[src/hdl/assert_macros.svh]
// Assertion macros for the files that check their own logic.
`ifndef ASSERT_MACROS_SVH
`define ASSERT_MACROS_SVH

// Concurrent assertion sampled on a rising clock, disabled during reset.
`define RTMP_ASSERT(lbl, clk, rst_n, prop, msg) \
  lbl: assert property (@(posedge clk) disable iff (!rst_n) (prop)) else $error(msg);

// Same check without a reset condition, for properties that also hold in reset.
`define RTMP_ASSERT_ALWAYS(lbl, clk, prop, msg) \
  lbl: assert property (@(posedge clk) (prop)) else $error(msg);

`endif

[src/hdl/rtmp_pkg.sv]
// Package with the types and constants of the trimmed mean power block.
`timescale 1ns / 1ps
package rtmp_pkg;

  localparam int unsigned Samples = 20;
  localparam int unsigned SampleW = 8;
  localparam int unsigned CountW = 5;
  localparam int unsigned SumW = 13;
  localparam int unsigned MeanW = 8;
  localparam int unsigned PowerW = 7;

  localparam int unsigned Divisor = (Samples > 2) ? (Samples - 2) : 1;
  localparam int unsigned DivW = 5;
  localparam int unsigned RecipShift = 16;
  localparam int unsigned RecipW = 17;
  localparam int unsigned Recip = (1 << RecipShift) / Divisor;
  localparam int unsigned ProdW = SumW + RecipW;
  localparam int unsigned CheckW = SumW + DivW;

  localparam logic [CountW-1:0] LastCount = CountW'(Samples - 1);
  localparam logic [SampleW-1:0] FloorReset = 8'd40;
  localparam logic [SampleW-1:0] CeilingReset = 8'd188;
  localparam logic [SampleW-1:0] MinReset = 8'd255;

  localparam logic [SampleW-1:0] PowerBase = 8'd134;
  localparam logic [SampleW-1:0] PowerLow = 8'd40;
  localparam logic [SampleW-1:0] PowerHigh = 8'd120;

  localparam int unsigned AddrW = 3;
  localparam logic RegFloor = 1'b0;
  localparam logic RegCeiling = 1'b1;

  typedef struct packed {
    logic [SumW-1:0]    sum;
    logic [SampleW-1:0] min;
    logic [SampleW-1:0] max;
  } burst_t;

  typedef struct packed {
    logic valid;
    logic ready;
  } hs_t;

endpackage

[src/hdl/rtmp_front.sv]
// Front part: clamps samples and accumulates sum, minimum and maximum per burst.
`timescale 1ns / 1ps
module rtmp_front (
  input  logic                          clk_i,
  input  logic                          rst_ni,
  input  logic [rtmp_pkg::SampleW-1:0]  floor_i,
  input  logic [rtmp_pkg::SampleW-1:0]  ceiling_i,
  input  logic                          sample_valid_i,
  output logic                          sample_ready_o,
  input  logic [rtmp_pkg::SampleW-1:0]  sample_i,
  output rtmp_pkg::hs_t                 push_o,
  input  logic                          push_ready_i,
  output rtmp_pkg::burst_t              burst_o
);
  import rtmp_pkg::*;

  logic [CountW-1:0]  count_q, count_d;
  logic [SumW-1:0]    sum_q, sum_d;
  logic [SampleW-1:0] min_q, min_d;
  logic [SampleW-1:0] max_q, max_d;
  logic [SampleW-1:0] clamp_lo, clamp;
  logic               last, accept;

  assign last = (count_q == LastCount);
  assign sample_ready_o = !last || push_ready_i;
  assign accept = sample_valid_i && sample_ready_o;

  always_comb begin
    clamp_lo = (sample_i <= floor_i) ? floor_i : sample_i;
    clamp = (clamp_lo >= ceiling_i) ? ceiling_i : clamp_lo;
    sum_d = sum_q + SumW'(clamp);
    max_d = (clamp > max_q) ? clamp : max_q;
    min_d = (clamp < min_q) ? clamp : min_q;
    count_d = count_q + CountW'(1);
  end

  assign push_o.valid = accept && last;
  assign push_o.ready = push_ready_i;
  assign burst_o = '{sum: sum_d, min: min_d, max: max_d};

  always_ff @(posedge clk_i or negedge rst_ni) begin
    if (!rst_ni) begin
      count_q <= '0;
      sum_q <= '0;
      min_q <= MinReset;
      max_q <= '0;
    end else if (accept) begin
      if (last) begin
        count_q <= '0;
        sum_q <= '0;
        min_q <= MinReset;
        max_q <= '0;
      end else begin
        count_q <= count_d;
        sum_q <= sum_d;
        min_q <= min_d;
        max_q <= max_d;
      end
    end
  end

endmodule

[src/hdl/rtmp_queue.sv]
// Two-entry queue of finished burst totals between the front and back parts.
`timescale 1ns / 1ps
module rtmp_queue (
  input  logic             clk_i,
  input  logic             rst_ni,
  input  logic             push_i,
  output logic             push_ready_o,
  input  rtmp_pkg::burst_t push_data_i,
  output logic             pop_valid_o,
  input  logic             pop_i,
  output rtmp_pkg::burst_t pop_data_o
);
  import rtmp_pkg::*;

  burst_t     entry_q [2];
  logic       wr_ptr_q, rd_ptr_q;
  logic [1:0] fill_q;
  logic       do_push, do_pop;

  assign push_ready_o = (fill_q != 2'd2);
  assign pop_valid_o = (fill_q != 2'd0);
  assign pop_data_o = entry_q[rd_ptr_q];
  assign do_push = push_i && push_ready_o;
  assign do_pop = pop_i && pop_valid_o;

  always_ff @(posedge clk_i or negedge rst_ni) begin
    if (!rst_ni) begin
      wr_ptr_q <= 1'b0;
      rd_ptr_q <= 1'b0;
      fill_q <= 2'd0;
    end else begin
      if (do_push) begin
        wr_ptr_q <= !wr_ptr_q;
      end
      if (do_pop) begin
        rd_ptr_q <= !rd_ptr_q;
      end
      if (do_push && !do_pop) begin
        fill_q <= fill_q + 2'd1;
      end else if (do_pop && !do_push) begin
        fill_q <= fill_q - 2'd1;
      end
    end
  end

  always_ff @(posedge clk_i) begin
    if (do_push) begin
      entry_q[wr_ptr_q] <= push_data_i;
    end
  end

endmodule

[src/hdl/rtmp_back.sv]
// Back part: trims, divides by reciprocal and maps the mean to input power.
`timescale 1ns / 1ps
module rtmp_back (
  input  logic                         clk_i,
  input  logic                         rst_ni,
  input  logic                         burst_valid_i,
  output logic                         burst_pop_o,
  input  rtmp_pkg::burst_t             burst_i,
  output logic                         result_valid_o,
  input  logic                         result_ready_i,
  output logic [rtmp_pkg::MeanW-1:0]   mean_o,
  output logic [rtmp_pkg::PowerW-1:0]  power_o
);
  import rtmp_pkg::*;

  logic               v1_q, v2_q, v3_q;
  logic               en1, en2, en3;
  logic [SumW-1:0]    trim_a, trim_b;
  logic [SumW-1:0]    t1_q, t2_q;
  logic [ProdW-1:0]   prod_q;
  logic [SumW-1:0]    quot0;
  logic [CheckW-1:0]  qd, rem;
  logic [SumW-1:0]    quot;
  logic [MeanW-1:0]   mean_d, mean_q;
  logic [SampleW-1:0] power_raw, power_cl;
  logic [PowerW-1:0]  power_q;

  assign en3 = !v3_q || result_ready_i;
  assign en2 = !v2_q || en3;
  assign en1 = !v1_q || en2;
  assign burst_pop_o = burst_valid_i && en1;

  always_comb begin
    trim_a = (burst_i.sum >= SumW'(burst_i.max)) ? burst_i.sum - SumW'(burst_i.max) : '0;
    trim_b = (trim_a >= SumW'(burst_i.min)) ? trim_a - SumW'(burst_i.min) : '0;
  end

  always_comb begin
    quot0 = SumW'(prod_q >> RecipShift);
    qd = CheckW'(quot0) * CheckW'(Divisor);
    rem = CheckW'(t2_q) - qd;
    quot = (rem >= CheckW'(Divisor)) ? quot0 + SumW'(1) : quot0;
    mean_d = quot[MeanW-1:0];
    power_raw = PowerBase - SampleW'(mean_d >> 1);
    if (power_raw < PowerLow) begin
      power_cl = PowerLow;
    end else if (power_raw > PowerHigh) begin
      power_cl = PowerHigh;
    end else begin
      power_cl = power_raw;
    end
  end

  always_ff @(posedge clk_i or negedge rst_ni) begin
    if (!rst_ni) begin
      v1_q <= 1'b0;
      v2_q <= 1'b0;
      v3_q <= 1'b0;
    end else begin
      if (en1) begin
        v1_q <= burst_valid_i;
      end
      if (en2) begin
        v2_q <= v1_q;
      end
      if (en3) begin
        v3_q <= v2_q;
      end
    end
  end

  always_ff @(posedge clk_i) begin
    if (en1) begin
      t1_q <= trim_b;
    end
    if (en2) begin
      t2_q <= t1_q;
      prod_q <= ProdW'(t1_q) * ProdW'(Recip);
    end
    if (en3) begin
      mean_q <= mean_d;
      power_q <= power_cl[PowerW-1:0];
    end
  end

  assign result_valid_o = v3_q;
  assign mean_o = mean_q;
  assign power_o = power_q;

endmodule

[src/hdl/rssi_trimmed_mean_power.sv]
// Rate: one sample item per cycle, but the last sample of a burst waits while the
// queue is full; burst totals pass through a two-entry queue and a three-stage back pipe.
// The back pipe stages are trim, reciprocal multiply and correction.
// Reset is asynchronous and active low: it clears the burst state, the queue,
// the pipe valid bits, and sets floor to 40 and ceiling to 188.
`timescale 1ns / 1ps
`include "assert_macros.svh"
module rssi_trimmed_mean_power (
  input  logic                         clk_i,
  input  logic                         rst_ni,
  input  logic                         psel,
  input  logic                         penable,
  input  logic                         pwrite,
  input  logic [rtmp_pkg::AddrW-1:0]   paddr,
  input  logic [31:0]                  pwdata,
  output logic [31:0]                  prdata,
  output logic                         pready,
  input  logic                         s_axis_tvalid,
  output logic                         s_axis_tready,
  input  logic [7:0]                   s_axis_tdata,   // [7:0] rssi_sample
  output logic                         m_axis_tvalid,
  input  logic                         m_axis_tready,
  output logic [15:0]                  m_axis_tdata    // [7:0] mean_rssi, [14:8] input_power
);
  import rtmp_pkg::*;

  logic [SampleW-1:0] floor_q, ceiling_q;
  logic               cfg_wr;
  hs_t                push;
  logic               push_ready;
  burst_t             push_data, pop_data;
  logic               pop_valid, pop;
  logic [MeanW-1:0]   mean;
  logic [PowerW-1:0]  power;

  assign pready = 1'b1;
  assign cfg_wr = psel && penable && pwrite && pready;

  always_ff @(posedge clk_i or negedge rst_ni) begin
    if (!rst_ni) begin
      floor_q <= FloorReset;
      ceiling_q <= CeilingReset;
    end else if (cfg_wr) begin
      unique case (paddr[2])
        RegFloor:   floor_q <= pwdata[SampleW-1:0];
        RegCeiling: ceiling_q <= pwdata[SampleW-1:0];
        default:    floor_q <= floor_q;
      endcase
    end
  end

  always_comb begin
    unique case (paddr[2])
      RegFloor:   prdata = {24'd0, floor_q};
      RegCeiling: prdata = {24'd0, ceiling_q};
      default:    prdata = '0;
    endcase
  end

  rtmp_front u_front (
    .clk_i          (clk_i),
    .rst_ni         (rst_ni),
    .floor_i        (floor_q),
    .ceiling_i      (ceiling_q),
    .sample_valid_i (s_axis_tvalid),
    .sample_ready_o (s_axis_tready),
    .sample_i       (s_axis_tdata),
    .push_o         (push),
    .push_ready_i   (push_ready),
    .burst_o        (push_data)
  );

  rtmp_queue u_queue (
    .clk_i        (clk_i),
    .rst_ni       (rst_ni),
    .push_i       (push.valid),
    .push_ready_o (push_ready),
    .push_data_i  (push_data),
    .pop_valid_o  (pop_valid),
    .pop_i        (pop),
    .pop_data_o   (pop_data)
  );

  rtmp_back u_back (
    .clk_i          (clk_i),
    .rst_ni         (rst_ni),
    .burst_valid_i  (pop_valid),
    .burst_pop_o    (pop),
    .burst_i        (pop_data),
    .result_valid_o (m_axis_tvalid),
    .result_ready_i (m_axis_tready),
    .mean_o         (mean),
    .power_o        (power)
  );

  assign m_axis_tdata = {1'b0, power, mean};

  `RTMP_ASSERT(a_push_never_dropped, clk_i, rst_ni, push.valid |-> push.ready, "burst push while queue full")
  `RTMP_ASSERT(a_push_visible, clk_i, rst_ni, push.valid |=> pop_valid, "pushed burst not visible in queue")
  `RTMP_ASSERT(a_power_range, clk_i, rst_ni, m_axis_tvalid |-> (power >= PowerW'(PowerLow) && power <= PowerW'(PowerHigh)), "input power out of range")
  `RTMP_ASSERT_ALWAYS(a_pready_high, clk_i, pready && !(cfg_wr && !psel), "config write decode broken")

endmodule
[config.mk]
export PLATFORM = sky130hd
export DESIGN_NAME = rssi_trimmed_mean_power
export DESIGN_NICKNAME = d
export VERILOG_FILES = /design/src/hdl/rtmp_pkg.sv /design/src/hdl/rtmp_front.sv /design/src/hdl/rtmp_queue.sv /design/src/hdl/rtmp_back.sv /design/src/hdl/rssi_trimmed_mean_power.sv
export VERILOG_INCLUDE_DIRS = /design/src /design/src/hdl
export SDC_FILE = /design/constraint.sdc
export NUM_CORES = 1
export LEC_CHECK = 0
export BUFFER_PORTS_ARGS = -buffer_cell sky130_fd_sc_hd__buf_2
export CAP_MARGIN = 20
export CORE_AREA = 10 10 179 131
export CTS_CLUSTER_SIZE = 30
export DETAILED_ROUTE_END_ITERATION = 16
export DIE_AREA = 0 0 189 141
export PLACE_DENSITY = 0.81
export SLEW_MARGIN = 10
export SYNTH_ARGS = -nofsm -noshare
export SYNTH_HDL_FRONTEND = slang
export SYNTH_SLANG_ARGS = --single-unit
[constraint.sdc]
create_clock -name clk_i -period 10.8 [get_ports clk_i]
set_input_delay 1.08 -clock clk_i [delete_from_list [all_inputs] [get_ports clk_i]]
set_output_delay 1.08 -clock clk_i [all_outputs]
set_load 0.02 [all_outputs]
---- After elaboration in Yosys (flattened, before gate mapping) ----
Memory sizes are Yosys's and may differ from the RTL's.
Index checks and enable logic that the tools add are counted.
word-level totals
  bits of input ports ..................... 50
  bits in writable memories ............... 58
  output and inout port bits .............. 51
  logic and storage cells ................. 84
  memories ................................ 1
  flip-flop bits (word level) ............. 120
memories
  memory           depth  bits a word  read ports  clocked after Yosys merged registers in  wr ports  line              source
  u_queue.entry_q  2      29           1           0                                        1         rtmp_queue.sv:15  burst_t entry_q [2];
cells by class
  bitwise operators ....................... 1
  reductions and logical operators ........ 26
  equality and inequality tests ........... 2
  add/sub/neg operators ................... 9
  order comparisons ....................... 9
  multiply operators ...................... 2
  multiplexer cells ....................... 16
operators by type and width
  kind                                                                number
  one-hot mux 32 bit (2 select lines)                                 1
  2-to-1 mux 8 bit                                                    7
  greater-or-equal comparator 13 x 8 -> 1 bit                         2
  2-to-1 mux 13 bit                                                   2
  subtractor 13 x 8 -> 13 bit                                         2
  multiplier 13 x 9 -> 22 bit, second input constant                  1
  greater-or-equal comparator 18 x 5 -> 1 bit, second input constant  1
  subtractor 13 x 18 -> 18 bit                                        1
  adder 13 x 8 -> 13 bit                                              1
  multiplier 9 x 4 -> 13 bit, second input constant                   1
  logical AND 1 bit                                                   9
  adder 8 x 1 -> 8 bit, second input constant                         1
  greater-or-equal comparator 8 bit                                   1
  > comparator 8 x 7 -> 1 bit, second input constant                  1
  > comparator 8 bit                                                  1
  <= comparator 8 bit                                                 1
  logical NOT 1 bit                                                   8
  < comparator 8 x 6 -> 1 bit, second input constant                  1
  < comparator 8 bit                                                  1
  subtractor 8 x 7 -> 8 bit, first input constant                     1
  2-to-1 mux 7 bit                                                    1
  adder 5 x 1 -> 5 bit, second input constant                         1
  equality test 5 bit, second input constant                          1
  2-to-1 mux 5 bit                                                    1
  10 further kinds                                                    17

---- Logic depth before layout (Yosys ltp) ----
Gate-level depths: netlist (run 1).
  word-level depth ........................ 10
  depth in mapped cells ................... 33

---- By module ----
A second synthesis (run 1) with hierarchy kept.
second synthesis, totals
  cells, all modules ...................... 1112
  area total of the unflattened synthesis .. 12012.8 um^2
by module, submodules not included
  module                   cells each  area each (um^2)  instances
  rtmp_back                577         5709.2            1
  rtmp_front               356         3051.7            1
  rtmp_queue               108         2313.5            1
  rssi_trimmed_mean_power  71          938.4             1

---- Worst setup path before layout (run 1) ----
Ideal clock, no wire load.
  path type ............................... input-to-reg
  from .................................... input s_axis_tdata[1]
  to ...................................... register u_front.sum_q[11]
  data required time ...................... 10.679 ns
  path slack .............................. 4.395 ns
  stages on the path ...................... 30
  setup time .............................. 0.121 ns
  data arrival time ....................... 6.284 ns
  path through ............................ ha_1 -> nor2b_1 -> o21a_1 -> o21a_1 -> o21bai_1 -> a21oi_1 -> mux2_2 -> inv_1 -> ha_1 -> nand2b_1 -> a21o_1 -> a21o_1 -> a21oi_1 -> nor2b_1 -> o21ai_0 -> a211o_1 -> clkbuf_1 -> mux2_2 -> ha_1 -> a21o_1 -> a21oi_1 -> o21bai_1 -> a21oi_1 -> o21bai_1 -> a21oi_1 -> nor2b_1 -> o21ai_0 -> nor2_1 -> xor2_1 -> a22o_1
RTL lines
  what                  line                           source
  start, declared       rssi_trimmed_mean_power.sv:20  input logic [7:0] s_axis_tdata,
  end signal, assigned  rtmp_front.sv:55               sum_q <= sum_d;
  end, declared         rtmp_front.sv:18               logic [SumW-1:0] sum_q, sum_d;

==> impl_summary.log, run 1 <==
[metrics] status: finished, final reports clean
[metrics] setup skew after layout: 0.0117 ns
[metrics] GR met3 Demand/Resource: 0.0451
[metrics] Finish-stage setup viols: 0
[metrics] via total after detailed routing: 8,241
[metrics] path type of the worst min-delay path: reg2reg
[metrics] TNS Setup: 0 ns
[metrics] met1 Usage GRT: 0.280
[metrics] clock transition at the registers of the reported paths: 0.06 ns
[metrics] global router's overall resource usage: 0.191
[metrics] Resize count post-CTS: 0
[metrics] clock network latency to the later pin of the worst-skew pair: 0.44 ns
[metrics] Detail Route Antenna Nets: 0
[metrics] final worst path period share: 0.699
[metrics] Initial Utilization: 0.581
[metrics] number of warnings reported in the yosys synthesis log: 0
[metrics] critical-path maximum fanout: 15
[metrics] number of global-route vias before repair: 8,172
[metrics] number of max-slew violations in the final report: 0
[metrics] die extent in x: 189 µm
[metrics] WP buf/inv: 2
[metrics] Core Area: 20,200 µm²
[metrics] predominant post-synthesis flop cell: sky130_fd_sc_hd__edfxtp_1
[metrics] Avg Synthesized Cell Area: 10.9 µm²
[metrics] MaxCap Viol Count: 0
[metrics] Slew HR: 0.353
[metrics] number of distinct standard cells referenced by the synthesized netlist: 84
[metrics] CP arrival: 7.87 ns
[metrics] gate family responsible for the most delay along the worst path: compound AO/OA/AOI/OAI gates
[metrics] maximum clock path buffer count: 2
[metrics] CP Data Required Time: 11.12 ns
[metrics] sequential area share after synthesis: 0.397
[metrics] Remaining DRCs: 0
[metrics] buffer type at the clock tree root: sky130_fd_sc_hd__clkbuf_16
[metrics] clock tree from TritonCTS: yes
[metrics] slew at the pin closest to its max-slew limit: 0.970 ns
[metrics] number of levels in the clock H-tree: 4
[metrics] maximum achievable frequency: 0.132 GHz
[metrics] total gr overflow: 0
[metrics] Period minus WS final: 7.55 ns
[metrics] Rows: 44
[metrics] Initial DRT Pass Iterations: 7
[metrics] number of buffers added by the clock tree synthesis step: 17
[metrics] unrepaired setup endpoints after global routing: no
[metrics] CTS Hold Bufs: 0
[metrics] met2 track demand over resource in global routing: 0.275
[metrics] pin count of the biggest net entering global routing: 58
[metrics] final weighted congestion in routability-driven placement: 0.922
[metrics] global routing's busiest layer: met1
[metrics] number of input and output port buffers inserted: 48
[metrics] count of antenna diodes in the layout: 0
[metrics] synthesized instance count: 1,073
[metrics] average wire per cell in the routed design: 17.9 µm
[metrics] number of nets in the final layout: 1,337
[metrics] most numerous cell on the critical path: sky130_fd_sc_hd__a21oi_1
[metrics] die boundary height: 141 µm
[metrics] proportion of synthesized flip-flops having asynchronous set or reset: 0.348
[metrics] biggest cell delay along the critical path: 0.75 ns
[metrics] post-CTS setup buffers: 0
[metrics] library cell contributing the largest single delay on the critical path: sky130_fd_sc_hd__a21oi_1
[metrics] wire length of the first global-routing pass: 41,400 µm
[metrics] number of enable flip-flop cells after synthesis: 107
[metrics] Worst setup SP type: input pin
[metrics] post-detailed-placement half-perimeter wirelength: 19,000 µm
[metrics] critical path class: in2reg
[metrics] area growth from synthesis to layout: 8.58%
[metrics] crit path capture type: flip-flop
[metrics] full die area: 26,600 µm²
[metrics] post-synthesis instance area: 11,700 µm²
[metrics] # clock sinks: 164
[metrics] I/O pin cnt: 101
[metrics] starting DRC count in detailed routing: 705
[metrics] ratio of cells with drive above 1 in the final layout: 0.152
[metrics] synthesized flop and latch total: 164
[metrics] Hold Vio Cnt, Final: 0
[metrics] overall routed net length: 25,200 µm
[metrics] initial antenna violation count: 0
[metrics] post-DR vias/cell: 5.84
==> cells by family after synthesis <==
| family | share of synthesized area |
|---|---|
| XOR/XNOR | 0.0388 |
| multiplexers | 0.0772 |
| buffers and inverters | 0.0583 |
| AO/OA/AOI/OAI | 0.125 |
| other | 0.000640 |
| adder cells (fa/ha/maj) | 0.196 |
| flip-flops | 0.397 |
| AND/OR/NAND/NOR | 0.107 |
==> cell type report <==
type                       instances  area, µm²
multi-input combinational        780       6490
sequential                       164       4660
timing repair buffer              55        293
tap                              276        345
fill                            1557       7460
clock inverter                     6       66.3
clock buffer                      26        502
inverter                         104        390
==> registers in the layout, indices dropped and copies added (netlist names) <==
name,cells
ceiling_q,8
floor_q,8
u_back.mean_o,8
u_back.power_o,7
u_back.prod_q,9
u_back.result_valid_o,1
u_back.t1_q,13
u_back.t2_q,12
u_back.v1_q,1
u_back.v2_q,1
u_front.count_q,5
u_front.max_q,8
u_front.min_q,8
u_front.sum_q,13
u_queue.entry_q,58
u_queue.fill_q,2
u_queue.rd_ptr_q,1
u_queue.wr_ptr_q,1
==> metal layers <==
layer | routed length (µm) | part of all wire | up-vias
met2 | 10800 | 0.43 | 274
met4 | 307 | 0.012 | 0
met3 | 1970 | 0.078 | 29
li1 | - | - | 3910
met1 | 12100 | 0.48 | 4028
met5 | 0 | 0 | -
==> Yosys cell counts (4+ instances only) <==
library cell	count	area share
sky130_fd_sc_hd__dfrtp_1	42	0.090
sky130_fd_sc_hd__mux2i_1	26	0.022
sky130_fd_sc_hd__nor2b_1	21	0.011
sky130_fd_sc_hd__and2_1	4	0.0021
sky130_fd_sc_hd__o32a_1	8	0.0068
sky130_fd_sc_hd__xor2_1	15	0.011
sky130_fd_sc_hd__o21ai_0	48	0.020
sky130_fd_sc_hd__nor2_1	50	0.016
sky130_fd_sc_hd__a31oi_1	5	0.0027
sky130_fd_sc_hd__and3_1	7	0.0037
sky130_fd_sc_hd__o31ai_1	4	0.0026
sky130_fd_sc_hd__o21bai_1	11	0.0070
sky130_fd_sc_hd__nor4_1	4	0.0021
sky130_fd_sc_hd__clkbuf_1	19	0.0061
sky130_fd_sc_hd__nand4_1	13	0.0069
sky130_fd_sc_hd__nand3b_1	5	0.0032
sky130_fd_sc_hd__buf_4	26	0.017
sky130_fd_sc_hd__fa_1	32	0.055
sky130_fd_sc_hd__a22o_1	12	0.0090
sky130_fd_sc_hd__or3_1	4	0.0021
sky130_fd_sc_hd__o21a_1	12	0.0077
sky130_fd_sc_hd__nand2_1	67	0.021
sky130_fd_sc_hd__ha_1	133	0.14
sky130_fd_sc_hd__edfxtp_1	107	0.27
sky130_fd_sc_hd__inv_1	103	0.033
sky130_fd_sc_hd__a21o_1	20	0.013
sky130_fd_sc_hd__nor3_1	20	0.0085
sky130_fd_sc_hd__nand3_1	12	0.0051
sky130_fd_sc_hd__a21oi_1	39	0.017
sky130_fd_sc_hd__nand2b_1	18	0.0096
sky130_fd_sc_hd__dfstp_2	15	0.034
sky130_fd_sc_hd__a211o_1	6	0.0045
sky130_fd_sc_hd__a211oi_1	8	0.0051
sky130_fd_sc_hd__xnor2_1	37	0.028
sky130_fd_sc_hd__mux2_2	56	0.054
==> cell usage in the layout (no fill, tap or decap), types with 18 or more instances in the layout <==
| cell type | instances |
|---|---|
| sky130_fd_sc_hd__o21ai_0 | 48 |
| sky130_fd_sc_hd__fa_1 | 32 |
| sky130_fd_sc_hd__edfxtp_1 | 107 |
| sky130_fd_sc_hd__xnor2_1 | 37 |
| sky130_fd_sc_hd__nor2b_1 | 21 |
| sky130_fd_sc_hd__inv_1 | 103 |
| sky130_fd_sc_hd__conb_1 | 26 |
| sky130_fd_sc_hd__a21oi_1 | 39 |
| sky130_fd_sc_hd__nand2b_1 | 18 |
| sky130_fd_sc_hd__dfrtp_1 | 42 |
| sky130_fd_sc_hd__mux2i_1 | 26 |
| sky130_fd_sc_hd__a21o_1 | 20 |
| sky130_fd_sc_hd__buf_2 | 48 |
| sky130_fd_sc_hd__ha_1 | 133 |
| sky130_fd_sc_hd__clkbuf_16 | 19 |
| sky130_fd_sc_hd__nor3_1 | 19 |
| sky130_fd_sc_hd__nand2_1 | 67 |
| sky130_fd_sc_hd__nor2_1 | 50 |
| sky130_fd_sc_hd__mux2_2 | 56 |
==> through the flow <==
| step | util | setup slack [ns] | cell area, µm² | instances | hold slack [ns] |
|---|---|---|---|---|---|
| global route | 0.631 | 2.79 | 12700 | 1411 | 0.488 |
| detailed placement | 0.603 | 2.97 | 12200 | 1379 | 0.461 |
| global placement | 0.603 | 3.17 | 12200 | 1379 | 0.448 |
| CTS | 0.631 | 3.33 | 12700 | 1411 | 0.481 |
| finish | 0.631 | 3.25 | 12700 | 1411 | 0.472 |
| floorplan | - | 4.40 | 11800 | 1097 | 0.436 |
==> worst register-to-register path: cells and delay by family, from the launching register on <==
family,cells,cell delay (ns)
buffers and inverters,2,0.13
XOR/XNOR,1,0.19
AND/OR/NAND/NOR,4,0.40
multiplexers,2,0.90
AO/OA/AOI/OAI,17,4.26
flip-flops,1,0.52
adder cells (fa/ha/maj),3,0.83
==> final timing paths <==
path | startpoint | to | slack (ns) | depth (start not counted)
setup / recovery | s_axis_tdata[1] | u_front.sum_q[11] | 3.25 | 30
min in group asynchronous | rst_ni | u_front.sum_q[5] | 0.80 | 2
max in group asynchronous | rst_ni | u_front.sum_q[1] | 9.52 | 2
hold / removal | u_back.v1_q | u_back.v2_q | 0.47 | 1
setup reg to reg | floor_q[5] | u_front.sum_q[11] | 3.48 | 29
hold reg to reg | u_back.v1_q | u_back.v2_q | 0.47 | 1
Power of run 1 is left out: the tool's default activity adds up to more than one toggle a clock period on the data nets, which glitch-free logic cannot reach.
==> inputs of run 2 (changes only) <==
==> constraint.sdc (replaced) <==
create_clock -name clk_i -period 7.6 [get_ports clk_i]
set_input_delay 0.76 -clock clk_i [delete_from_list [all_inputs] [get_ports clk_i]]
set_output_delay 0.76 -clock clk_i [all_outputs]
set_load 0.02 [all_outputs]
==> run 2 against run 1 <==
Register-to-register slack got worse by 3.1 ns. Sequential share of layout area fell by 0.072 points. Global-route usage decreased by 0.099 points. Final area is 0.20% higher. Non-clock buffer count grew 1. Via count fell by 1.1%. Core utilization grew 0.12 points. Sequential cell count is the same. Critical path depth decreased by 6. Cell count hardly changed. Critical endpoint is now u_back.power_o[3].
==> impl_summary.log, run 2 (synthesized netlist as in run 1, its figures left out) <==
[metrics] Rows: 44 (unchanged)
[metrics] Period minus WS final: 7.18 ns
[metrics] total gr overflow: 0 (unchanged)
[metrics] unrepaired setup endpoints after global routing: no (unchanged)
[metrics] Detail Route Antenna Nets: 0 (unchanged)
[metrics] biggest cell delay along the critical path: 0.69 ns (was 0.75 ns)
[metrics] final weighted congestion in routability-driven placement: 0.902 (was 0.922)
[metrics] number of levels in the clock H-tree: 4 (unchanged)
[metrics] Slew HR: 0.364 (was 0.353)
[metrics] most numerous cell on the critical path: sky130_fd_sc_hd__ha_1 (was sky130_fd_sc_hd__a21oi_1)
[metrics] initial antenna violation count: 0 (unchanged)
[metrics] number of nets in the final layout: 1,338 (was 1,337)
[metrics] Core Area: 20,200 µm² (unchanged)
[metrics] Finish-stage setup viols: 0 (unchanged)
[metrics] register with the most flip-flops: u_queue.entry_q (unchanged)
[metrics] critical path class: reg2reg (was in2reg)
[metrics] ratio of cells with drive above 1 in the final layout: 0.158 (was 0.152)
[metrics] count of antenna diodes in the layout: 0 (unchanged)
[metrics] number of global-route vias before repair: 8,030 (was 8,172)
[metrics] buffer type at the clock tree root: sky130_fd_sc_hd__clkbuf_16 (unchanged)
[metrics] via total after detailed routing: 8,148 (was 8,241)
[metrics] average wire per cell in the routed design: 17.7 µm (was 17.9 µm)
[metrics] final worst path period share: 0.945
[metrics] slew at the pin closest to its max-slew limit: 0.954 ns (was 0.970 ns)
[metrics] overall routed net length: 25,000 µm (was 25,200 µm)
[metrics] full die area: 26,600 µm² (unchanged)
[metrics] largest registers: u_queue.entry_q: 58 flops, u_back.t1_q: 13 flops, u_front.sum_q: 13 flops (unchanged)
[metrics] most common cell after layout, fill and taps aside: sky130_fd_sc_hd__ha_1 (unchanged)
[metrics] number of input and output port buffers inserted: 48 (unchanged)
[metrics] wire length of the first global-routing pass: 41,200 µm (was 41,400 µm)
[metrics] die boundary height: 141 µm (unchanged)
[metrics] status: finished, final reports clean (unchanged)
[metrics] Worst setup SP type: flip-flop (was input pin)
[metrics] I/O pin cnt: 101 (unchanged)
[metrics] maximum achievable frequency: 0.139 GHz
[metrics] post-DR vias/cell: 5.77 (was 5.84)
[metrics] maximum clock path buffer count: 2 (unchanged)
[metrics] MaxCap Viol Count: 0 (unchanged)
[metrics] starting DRC count in detailed routing: 647 (was 705)
[metrics] library cell contributing the largest single delay on the critical path: sky130_fd_sc_hd__edfxtp_1 (was sky130_fd_sc_hd__a21oi_1)
[metrics] crit path capture type: flip-flop (unchanged)
[metrics] pin count of the biggest net entering global routing: 58 (unchanged)
[metrics] area growth from synthesis to layout: 8.80% (was 8.58%)
[metrics] reg-to-reg slack, setup: 0.42 ns (was 3.48 ns)
[metrics] # clock sinks: 164 (unchanged)
[metrics] critical-path maximum fanout: 13 (was 15)
[metrics] flip-flop count of the largest register, all copies and words added: 58 (unchanged)
[metrics] Filler Cell Count: 1,548 (was 1,557)
[metrics] Remaining DRCs: 0 (unchanged)
[metrics] clock network latency to the later pin of the worst-skew pair: 0.43 ns (was 0.44 ns)
[metrics] final core utilization: 0.632 (was 0.631)
[metrics] Hold Vio Cnt, Final: 0 (unchanged)
[metrics] clock tree from TritonCTS: yes (unchanged)
[metrics] worst-path cell chain: ha_1 > ha_1 > fa_1 > a211oi_1 > o21bai_1 > a21oi_1 > xor2_1 > ha_1 > o21a_1 > o221ai_2 > a2111oi_2 > nand4_2 > nor4b_4 > nand3_1 > a21oi_2 > inv_1 > ha_1 > inv_1 > a311oi_1 > or3_1 > a211oi_1 > a211oi_1 > o21a_1 > a211o_1
[metrics] clock transition at the registers of the reported paths: 0.07 ns (was 0.06 ns)
[metrics] Resize count post-CTS: 0 (unchanged)
[metrics] post-CTS setup buffers: 0 (unchanged)
[metrics] die extent in x: 189 µm (unchanged)
[metrics] setup skew after layout: 0.0143 ns (was 0.0117 ns)
[metrics] number of max-slew violations in the final report: 0 (unchanged)
[metrics] number of buffers added by the clock tree synthesis step: 17 (unchanged)
[metrics] post-detailed-placement half-perimeter wirelength: 19,200 µm (was 19,000 µm)
[metrics] TNS Setup: 0 ns (unchanged)
[metrics] Initial Utilization: 0.581 (unchanged)
[metrics] CP arrival: 7.36 ns (was 7.87 ns)
[metrics] top library cells by usage in the layout, fill and taps aside: 133 x sky130_fd_sc_hd__ha_1, 107 x sky130_fd_sc_hd__edfxtp_1, 103 x sky130_fd_sc_hd__inv_1 (unchanged)
[metrics] CTS Hold Bufs: 0 (unchanged)
[metrics] path type of the worst min-delay path: in2async (was reg2reg)
[metrics] Initial DRT Pass Iterations: 8 (was 7)
[metrics] global router's overall resource usage: 0.190 (was 0.191)
[metrics] CP Data Required Time: 7.78 ns (was 11.12 ns)
==> run 2: changes by cell type in the layout (fill, tap and decap cells not counted), moves of 2 or more <==
cell                         delta
sky130_fd_sc_hd__clkinvlp_4     +2
sky130_fd_sc_hd__inv_6          +2
sky130_fd_sc_hd__clkbuf_16      -2
sky130_fd_sc_hd__clkbuf_1       -6
sky130_fd_sc_hd__clkinv_2       +2
==> run 2: final timing paths <==
| check | startpoint | end | cells after the start |
|---|---|---|---|
| min in group clk_i | u_back.v1_q | u_back.v2_q | 1 |
| max in group asynchronous | rst_ni | u_front.sum_q[1] | 2 |
| setup / recovery | u_back.prod_q[20] | u_back.power_o[3] | 24 |
| hold / removal | rst_ni | u_front.sum_q[6] | 2 |
| hold reg to reg | u_back.v1_q | u_back.v2_q | 1 |
| setup reg to reg | u_back.prod_q[20] | u_back.power_o[3] | 24 |
==> run 2: per-stage QoR <==
stage / worst slack, ns / cells / instance area, µm² / hold slack [ns]
2_1_floorplan: 1.52 / 1097 / 11800 / 0.436
3_3_place_gp: 0.521 / 1380 / 12200 / 0.448
3_5_place_dp: 0.223 / 1380 / 12200 / 0.454
4_1_cts: 0.463 / 1412 / 12800 / 0.473
5_1_grt: 0.0267 / 1412 / 12800 / 0.505
6_report: 0.419 / 1412 / 12800 / 0.466
==> run 2: final cells by class <==
type,count,area [µm²],share of cell area
multi-input combinational,780,6490,0.508
timing repair buffer,56,300,0.0235
tap,276,345,0.0270
clock buffer,18,429,0.0336
inverter,104,390,0.0306
sequential,164,4660,0.365
clock inverter,14,153,0.0120
==> run 2: worst max-delay path, delay by kind of cell, from the launching register on <==
family	cells	cell delay (ns)
and+or+nand+nor	4	1.46
buffers and inverters	2	0.29
xor gates and xnor gates	1	0.10
DFF	1	0.69
AOI/OAI and AO/OA	12	2.73
adders and majority gates	5	1.67
==> run 2: layer usage <==
metal | GRT usage | share of wire | vias to the layer above
met5 | 0 | 0 | -
met4 | 0.0462 | 0.0099 | 0
met3 | 0.0375 | 0.068 | 24
met2 | 0.273 | 0.43 | 240
met1 | 0.284 | 0.49 | 3962
li1 | - | - | 3922
Power of run 2 is left out for the same reason.
